$ cat src/design/tensor_swapaxes_index_remap_defines.svh
// assertion macros for the axis swap index remapper
`ifndef TENSOR_SWAPAXES_INDEX_REMAP_DEFINES_SVH
`define TENSOR_SWAPAXES_INDEX_REMAP_DEFINES_SVH

// same-cycle implication, checked outside reset
`define TSIR_ASSERT_NOW(lbl, ante, cons, msg) \
	lbl: assert property (@(posedge clk) disable iff (!arst_n) (ante) |-> (cons)) \
		else $error(msg);

// next-cycle implication, checked outside reset
`define TSIR_ASSERT_NEXT(lbl, ante, cons, msg) \
	lbl: assert property (@(posedge clk) disable iff (!arst_n) (ante) |=> (cons)) \
		else $error(msg);

`endif

$ cat src/design/tsir_pkg.sv
// shared constants, register indexes and configuration type of the index remapper
package tsir_pkg;

	localparam int MAX_DIMS_DEF   = 4;
	localparam int INDEX_BITS_DEF = 24;
	localparam int DIM_BITS_DEF   = 12;

	localparam int SIZE_REGS  = 4;
	localparam int SIZE_W     = 13;
	localparam int COUNT_W    = 3;
	localparam int AXIS_W     = 3;
	localparam int ELEM_W     = 32;
	localparam int CFG_ADDR_W = 3;
	localparam int CFG_DATA_W = 13;

	// register indexes
	localparam logic [CFG_ADDR_W-1:0] REG_DIM_COUNT   = 3'd0;
	localparam logic [CFG_ADDR_W-1:0] REG_DIM_SIZE_0  = 3'd1;
	localparam logic [CFG_ADDR_W-1:0] REG_DIM_SIZE_1  = 3'd2;
	localparam logic [CFG_ADDR_W-1:0] REG_DIM_SIZE_2  = 3'd3;
	localparam logic [CFG_ADDR_W-1:0] REG_DIM_SIZE_3  = 3'd4;
	localparam logic [CFG_ADDR_W-1:0] REG_AXIS_FIRST  = 3'd5;
	localparam logic [CFG_ADDR_W-1:0] REG_AXIS_SECOND = 3'd6;

	// register file contents
	typedef struct packed {
		logic [COUNT_W-1:0]                 dim_count;
		logic [SIZE_REGS-1:0][SIZE_W-1:0]   dim_size;
		logic [AXIS_W-1:0]                  axis_first;
		logic [AXIS_W-1:0]                  axis_second;
	} cfg_t;

endpackage

$ cat src/design/tsir_shape.sv
// shape derivation: clamped extents, source strides, element count, permuted destination strides
module tsir_shape #(
	parameter int MAX_DIMS   = tsir_pkg::MAX_DIMS_DEF,
	parameter int INDEX_BITS = tsir_pkg::INDEX_BITS_DEF,
	parameter int DIM_BITS   = tsir_pkg::DIM_BITS_DEF
) (
	input  logic                  clk,
	input  tsir_pkg::cfg_t        cfg,
	output logic [INDEX_BITS:0]   sstr [MAX_DIMS],
	output logic [INDEX_BITS-1:0] dperm [MAX_DIMS],
	output logic [INDEX_BITS:0]   count,
	output logic                  axis_err,
	output logic                  axes_equal
);

	localparam int NW = $clog2(MAX_DIMS + 1);
	localparam int AW = $clog2(MAX_DIMS);
	localparam int EW = DIM_BITS + 1;
	localparam int SW = INDEX_BITS + 1;
	localparam int PW = SW + EW;
	localparam logic [PW-1:0] IDX_CAP = {{(PW-1){1'b0}}, 1'b1} << INDEX_BITS;
	localparam logic [31:0]   EXT_CAP = 32'd1 << DIM_BITS;

	logic [NW-1:0]       n_c;
	logic [EW-1:0]       ext_c [MAX_DIMS];
	logic [AW-1:0]       ax1_c, ax2_c;
	logic                err_c;
	logic [EW-1:0]       ext_q [MAX_DIMS];
	logic [AW-1:0]       ax1_q, ax2_q;
	logic                err_q;
	logic [EW-1:0]       sw_c [MAX_DIMS];
	logic [SW-1:0]       sstr_q [MAX_DIMS];
	logic [INDEX_BITS-1:0] dstr_q [MAX_DIMS];
	logic [INDEX_BITS-1:0] dperm_q [MAX_DIMS];
	logic [SW-1:0]       count_q;

	// multiply with saturation at the index range
	function automatic logic [SW-1:0] sat_mul(input logic [SW-1:0] a, input logic [EW-1:0] b);
		logic [PW-1:0] p;
		p = PW'(a) * PW'(b);
		return (p > IDX_CAP) ? SW'(IDX_CAP) : SW'(p);
	endfunction

	// dimension count clamp
	always_comb begin
		if (cfg.dim_count == '0)
			n_c = NW'(1);
		else if (32'(cfg.dim_count) > 32'(MAX_DIMS))
			n_c = NW'(MAX_DIMS);
		else
			n_c = NW'(cfg.dim_count);
	end

	// clamped extents, unused axes have extent one
	for (genvar k = 0; k < MAX_DIMS; k++) begin : g_ext
		if (k < tsir_pkg::SIZE_REGS) begin : g_reg
			always_comb begin
				if (32'(k) >= 32'(n_c) || cfg.dim_size[k] == '0)
					ext_c[k] = EW'(1);
				else if ({19'b0, cfg.dim_size[k]} > EXT_CAP)
					ext_c[k] = EW'(EXT_CAP);
				else
					ext_c[k] = EW'(cfg.dim_size[k]);
			end
		end else begin : g_one
			assign ext_c[k] = EW'(1);
		end
	end

	// axis normalisation and range check
	always_comb begin
		int a1, a2, nn;
		nn = int'(n_c);
		a1 = $signed({{29{cfg.axis_first[2]}}, cfg.axis_first});
		a2 = $signed({{29{cfg.axis_second[2]}}, cfg.axis_second});
		err_c = (a1 < -nn) || (a1 >= nn) || (a2 < -nn) || (a2 >= nn);
		ax1_c = AW'((a1 < 0) ? a1 + nn : a1);
		ax2_c = AW'((a2 < 0) ? a2 + nn : a2);
	end

	always_ff @(posedge clk) begin
		ext_q <= ext_c;
		ax1_q <= ax1_c;
		ax2_q <= ax2_c;
		err_q <= err_c;
	end

	// swapped extents
	always_comb begin
		for (int k = 0; k < MAX_DIMS; k++) begin
			sw_c[k] = EW'(1);
			for (int j = 0; j < MAX_DIMS; j++) begin
				if ((32'(k) == 32'(ax1_q) && 32'(j) == 32'(ax2_q)) ||
				    (32'(k) == 32'(ax2_q) && 32'(k) != 32'(ax1_q) && 32'(j) == 32'(ax1_q)) ||
				    (32'(k) != 32'(ax1_q) && 32'(k) != 32'(ax2_q) && j == k))
					sw_c[k] = ext_q[j];
			end
		end
	end

	// stride chains, one multiply per register
	always_ff @(posedge clk) begin
		sstr_q[MAX_DIMS-1] <= SW'(1);
		dstr_q[MAX_DIMS-1] <= INDEX_BITS'(1);
		for (int k = 0; k < MAX_DIMS - 1; k++) begin
			sstr_q[k] <= sat_mul(sstr_q[k+1], ext_q[k+1]);
			dstr_q[k] <= INDEX_BITS'(dstr_q[k+1] * sw_c[k+1]);
		end
		count_q <= sat_mul(sstr_q[0], ext_q[0]);
	end

	// destination stride seen by each source axis
	always_ff @(posedge clk) begin
		for (int k = 0; k < MAX_DIMS; k++) begin
			dperm_q[k] <= dstr_q[k];
			for (int j = 0; j < MAX_DIMS; j++) begin
				if ((32'(k) == 32'(ax1_q) && 32'(j) == 32'(ax2_q)) ||
				    (32'(k) == 32'(ax2_q) && 32'(j) == 32'(ax1_q)))
					dperm_q[k] <= dstr_q[j];
			end
		end
	end

	assign sstr       = sstr_q;
	assign dperm      = dperm_q;
	assign count      = count_q;
	assign axis_err   = err_q;
	assign axes_equal = (ax1_q == ax2_q);

endmodule

$ cat config.mk
export PLATFORM = sky130hd
export DESIGN_NAME = tsir_shape
export DESIGN_NICKNAME = d
export VERILOG_FILES = /design/src/design/tensor_swapaxes_index_remap_defines.svh /design/src/design/tsir_pkg.sv /design/src/design/tsir_shape.sv
export SDC_FILE = /design/constraint.sdc
export NUM_CORES = 2
export LEC_CHECK = 0
export ABC_AREA = 1
export BUFFER_PORTS_ARGS = -buffer_cell sky130_fd_sc_hd__buf_2
export CAP_MARGIN = 20
export CELL_PAD_IN_SITES_DETAIL_PLACEMENT = 1
export CELL_PAD_IN_SITES_GLOBAL_PLACEMENT = 2
export CORE_ASPECT_RATIO = 0.5
export CORE_UTILIZATION = 39
export CTS_BUF_LIST = sky130_fd_sc_hd__clkbuf_4
export DETAILED_ROUTE_END_ITERATION = 8
export MAX_ROUTING_LAYER = met4
export PLACE_DENSITY_LB_ADDON = 0.1
export RECOVER_POWER = 100
export SYNTH_ARGS = -nofsm -noshare
export SYNTH_HDL_FRONTEND = slang
export SYNTH_SLANG_ARGS = --single-unit
$ cat constraint.sdc
create_clock -name clk -period 7.75 [get_ports clk]
set_clock_uncertainty 0.15 [all_clocks]
set_input_delay 0.3875 -clock clk [delete_from_list [all_inputs] [get_ports clk]]
set_output_delay 0.3875 -clock clk [all_outputs]
set_load 0.01 [all_outputs]
After elaboration in Yosys (flattened, before gate mapping)
Memories as Yosys holds them, arrays and structs flattened.
Cells that the tools add are included.
{ "classes": {"addsub": 3, "multipliers": 6, "div_mod_pow": 0, "n_lt_le_gt_ge": 19, "n_eq_ne": 13, "n_shift": 0, "mux": 35, "bitwise": 0, "reduce_logical": 72} }
{ "ops": {"columns": ["op", "count"], "rows": [
  ["$mux W24", 15],
  ["$mux W13", 16],
  ["$gt A38 B25 Y1 const B", 3],
  ["$mul A25 B13 Y38", 3],
  ["$mul A24 B13 Y24", 3],
  ["$lt A3 B32 Y1", 2],
  ["$gt A13 B13 Y1 const B", 4],
  ["$logic_not A13 Y1", 4],
  ["$logic_and A1 B1 Y1", 33],
  ["$neg A3 Y32", 1],
  ["$logic_or A1 B1 Y1", 28],
  ["$gt A13 B25 Y1 const B", 1],
  ["$eq A2 B2 Y1 const A", 4],
  ["$ge A3 B4 Y1", 2],
  ["$ne A2 B2 Y1 const A", 4],
  ["$reduce_or A2 Y1", 4],
  ["$ge A1 B3 Y1 const A", 2],
  ["$ge A2 B3 Y1 const A", 2],
  ["$lt A3 B1 Y1 const B", 2],
  ["$mux W3", 2],
  ["$add A2 B2 Y2", 2],
  ["$eq A1 B2 Y1 const A", 2],
  ["$logic_not A2 Y1", 2],
  ["$mux W2", 2],
  ["other kinds (4)", 5]
]} }
{ "word_totals": {"ff_bits": 242, "latch_bits": 0, "ramBits": 96, "mem_bits_ro": 0, "input_bits": 62, "out_inout_bits": 223, "mem_count": 1} }
{ "memory_table": {"columns": ["name", "depth", "word_bits", "read_ports", "rd_ports_with_merged_regs", "write_ports", "line", "source"], "rows": [
  ["dstr_q", 4, 24, 4, 0, 4, "tsir_shape.sv:33", "logic [INDEX_BITS-1:0] dstr_q [MAX_DIMS];"]
]} }

Longest topological paths before layout
{ "logic_depth": {"depth_word": 9, "mapped_depth": 37, "ltp_nobuf": 35} }

Worst setup path before layout
Ideal clock, no wire load.
{ "synth_path": {"path_kind": "reg2reg", "startpoint": "register ax2_q[1]", "endpoint": "memory dstr_q[0][47] (netlist name)", "setup_time_ns": 0.131, "t_arrival_ns": 6.311, "required_time_ns": 7.469, "path_slack_ns": 1.158, "stages_incl_launch_ff": 33, "path_buffers": 2, "synth_period_minus_slack_ns": 6.592, "path_cell_list": "dfxtp_1 > inv_1 > nor2_1 > ha_1 > inv_1 > o21ai_0 > clkbuf_1 > a21oi_1 > o21ai_0 > o21ai_0 > inv_1 > clkbuf_1 > nand2_1 > fa_1 > fa_1 > fa_1 > inv_1 > fa_1 > inv_1 > fa_1 > inv_1 > ha_1 > nand2_1 > nor2_1 > nand2_1 > o211ai_1 > a31oi_1 > inv_1 > a21oi_1 > inv_1 > a21oi_1 > o31ai_1 > xor2_1"} }
{ "synth_lines": {"columns": ["item", "line", "source"], "rows": [
  ["from (decl)", "tsir_shape.sv:29", "logic [AW-1:0] ax1_q, ax2_q;"],
  ["from (signal assigned)", "tsir_shape.sv:84", "ax2_q <= ax2_c;"],
  ["to (decl)", "tsir_shape.sv:33", null]
]} }

Final worst setup path
{ "layout_path": {"startpoint": "register sstr_q, in the netlist sstr[83]", "endpoint": "register count_q[19], in the netlist count[19]"} }
{ "layout_via": {"elab_chain_cells": 2} }
{ "layout_lines": {"columns": ["item", "line", "source"], "rows": [
  ["from (decl)", "tsir_shape.sv:32", "logic [SW-1:0] sstr_q [MAX_DIMS];"],
  ["from (signal, indexed assignment)", "tsir_shape.sv:106", "sstr_q[k] <= sat_mul(sstr_q[k+1], ext_q[k+1]);"],
  ["$mul A25 B13 Y38 (*)", "tsir_shape.sv:40", "p = PW'(a) * PW'(b);"],
  ["$gt A38 B25 Y1", "tsir_shape.sv:41", "return (p > IDX_CAP) ? SW'(IDX_CAP) : SW'(p);"],
  ["to (signal assigned)", "tsir_shape.sv:109", "count_q <= sat_mul(sstr_q[0], ext_q[0]);"],
  ["to (decl)", "tsir_shape.sv:35", "logic [SW-1:0] count_q;"]
]} }
Mark *: on every way between the ends. The rest lies on a longest branch, timed or not.
A chain may end at the register's enable or synchronous reset.

==> results.ini <==
[floorplanning]
die-area_sq_um=131000
row_count=92
io_pins=285
initial_utilization_pct=39.6
die_y_microns=256
coreArea_sq_um=127000
dieWidth_microns=510

[yosys]
synth-seq-cells=302
synth_compound_area_share_pct=6.98
synth-main-ff-cell=dfxtp_1
synth_top_family_by_area=adder cells
syn-instance-count=6586
yosys.area_share.adder_pct=45.8
syn_avg_cell_area_sq_um=7.64
syn_area_sq_um=50300
synth_sequential_area_ratio_pct=12.0
synth_edf_count=0
yosys.area_share.simple_pct=16.8
synthXorXnorAreaFrac_pct=1.98
synthMuxAreaShare_pct=0
synth_warnings=0
synthArstFlopShare_pct=0
synth.distinct_cells=64

[worst_hold_path]
min_delay_path_depth=4
hp-class=in2reg
hp-start=cfg[48]

[global_route]
antenna_found_initial=12
grt_use_total_pct=28.5
grt_pass1_vias=48000
grt_max_degree=30
overflow=0
grt_pass1_wl_mm=277

[timing]
max_freq_ghz=0.136
tns_ns=0
slew_violations=30
final.period_utilization_pct=94.9
fin_crit_ns=7.36
worst_slack_ns=0.392
tightest_slew_ns=1.51
rsz0062_at_grt=no
finalSetupViolations=0
finalHoldViolCount=0
slew_headroom_pct=-0.827

[cts]
cts_buffer_depth=3
cts_buffers=81
cts.sinks=302
cts_tree=done
htree_num_levels=3
clk_pin_slew_ns=0.07
clock_latency_ns=1.04
cts_root_buffer=clkbuf_4

[route]
wire_per_inst_microns=20.4
num_vias=43500
postRouteAntennaNets=0
wl_mm=178
drt_iter0_drc=2405
drc=0
post_drt_via_cell_ratio=4.98
drtPass1Iterations=5

[placement]
gp_congestion=0.935
detailedPlace.worstSlack_ns=0.372
dp_hpwl_mm=144
port-buffer-count=247
dp.cells=8426
postPlaceCellArea_sq_um=53700

[critical_path]
worstSetupEndpointType=flop
rr_startpoint=sstr[83]$_SDFF_PN0_
reg2reg_depth=24
required_ns=8.52
crit_path_max_fanout=24
r2r-end=count[19]$_SDFF_PN0_
critPathLaunch=sstr[83]$_SDFF_PN0_
crit_type=reg2reg
cp.arrival_ns=8.13
r2r_slack_ns=0.39
crit_path_end=count[19]$_SDFF_PN0_
start_kind=flop

[layout]
nets=8330
instances_no_fill=8730
stdcell_area_sq_um=56000
final_util_pct=44.1
syn2layout_area_growth_pct=11.4
drive_above_1_share_pct=5.55

[power]
peakVddDrop_mv=0.320
powerDensity_nw_per_um2=253
p_leak_uw=0.0311

[status]
status=finished with violations
violations=capacitance limit, slew limit

[job]
cap_violations=1

-- cells by family after synthesis --
logic type	Yosys count
AO/OA/AOI/OAI	596
flip-flops	302
AND/OR/NAND/NOR	2133
buffers and inverters	2150
other	2
XOR/XNOR	113
adder cells (fa/ha/maj)	1290
-- layout make-up --
| cell class | instances | area [sq um] |
|---|---|---|
| Sequential cell | 302 | 6050 |
| Clock buffer | 102 | 766 |
| Antenna cell | 10 | 25.0 |
| Fill cell | 15900 | 70900 |
| Clock inverter | 31 | 230 |
| Tap cell | 1692 | 2120 |
| Multi-Input combinational cell | 4171 | 36100 |
| Inverter | 1846 | 6940 |
| Timing Repair Buffer | 576 | 3810 |
-- per-layer routing --
layer | wire length (microns) | track usage (%) | part of all wire, %
met3 | 7740 | 3.24 | 4.3
met5 | 0 | - | 0
met2 | 83100 | 45.7 | 47
met4 | 3530 | 6.12 | 2.0
met1 | 83800 | 38.8 | 47
-- worst max-delay path: stages, from the launching register on --
cell and delay [ns]:
dfxtp_1 0.32, clkbuf_1 0.97, nand2_1 0.21, fa_1 0.50, fa_1 0.54, inv_1 0.06, fa_1 0.46, fa_1 0.52
inv_1 0.05, fa_1 0.47, inv_1 0.05, ha_1 0.36, nand2_1 0.14, nor4_1 0.73, nand2_1 0.11, nand2_1 0.20
nand3_1 0.10, nand2_1 0.18, nand3_1 0.10, nand2_1 0.08, xor2_1 0.10, nor3_1 0.36, nand4_4 0.13, buf_4 0.24
nor2_1 0.14
-- state kept, by name, summed over array words and instances, names as in the netlist --
name	cells
dperm	96
sstr	63
dstr_q	61
ext_q	52
count	25
ax1_q	2
ax2_q	2
axis_err	1
-- report_power, final --
group          internal [uW]  leakage, uW  switching [uW]  total, uW
Clock                    721     0.000578             829       1550
Combinational           3570       0.0280            6440      10000
Sequential              1990      0.00250             626       2610
-- repair_timing --
item                                    in CTS  in global routing
gates resized for setup                      0                 18
hold buffers                               159                  0
setup buffers                                0                  1
endpoints found under the setup margin       0                  7
endpoints found under the hold margin       57                  0
-- synthesized netlist by cell type, drive strengths merged, types with 8 or more instances --
| master | number | area (sq um) |
|---|---|---|
| fa | 917 | 18400 |
| buf | 121 | 667 |
| o22ai | 39 | 258 |
| a21boi | 11 | 82.6 |
| a21o | 14 | 105 |
| xor2 | 66 | 586 |
| nor4 | 17 | 106 |
| nand4 | 36 | 246 |
| a21oi | 232 | 1180 |
| clkinv | 16 | 61.3 |
| nand2 | 1514 | 5700 |
| nand3 | 90 | 465 |
| nor2 | 442 | 1710 |
| a22o | 12 | 105 |
| a221oi | 14 | 123 |
| o211ai | 34 | 270 |
| o21bai | 9 | 71.3 |
| nand3b | 8 | 60.1 |
| ha | 373 | 4670 |
| o21ai | 189 | 995 |
| inv | 1830 | 6870 |
| clkbuf | 183 | 687 |
| a211oi | 14 | 105 |
| dfxtp | 302 | 6050 |
| nor3 | 16 | 80.1 |
| xnor2 | 47 | 412 |
-- cells in the final DEF, fill, tap and decap left out, types with 17 or more instances in the layout --
| cell type | count |
|---|---|
| nand2_1 | 1511 |
| a21oi_1 | 225 |
| xnor2_1 | 47 |
| buf_2 | 81 |
| clkbuf_1 | 199 |
| clkbuf_4 | 103 |
| dlygate4sd3_1 | 159 |
| nor4_1 | 17 |
| nand3_1 | 88 |
| fa_1 | 917 |
| dfxtp_1 | 302 |
| buf_4 | 132 |
| nand4_1 | 34 |
| o22ai_1 | 38 |
| nor2_1 | 435 |
| ha_1 | 373 |
| o211ai_1 | 31 |
| o21ai_0 | 161 |
| conb_1 | 39 |
| xor2_1 | 65 |
| o21ai_1 | 17 |
| inv_1 | 1821 |
| clkinv_1 | 29 |
-- worst min path at each step --
stage,endpoint
floorplan,sstr[25]$_DFF_P_
global placement,sstr[33]$_DFF_P_
detailed placement,sstr[25]$_DFF_P_
CTS,ext_q[1]$_SDFF_PP0_
global route,ext_q[1]$_SDFF_PP0_
finish,ext_q[3]$_SDFF_PP0_
-- per-stage QoR --
stage | hold slack [ns] | power, uW
after floorplan | 0.181 | 9120
after global placement | 0.202 | 12500
after detailed placement | 0.198 | 12700
after CTS | 0.00136 | 14400
after global routing | 0.119 | 15700
final | 0.155 | 14200
Note: power is estimated with default switching activity, not from simulation.
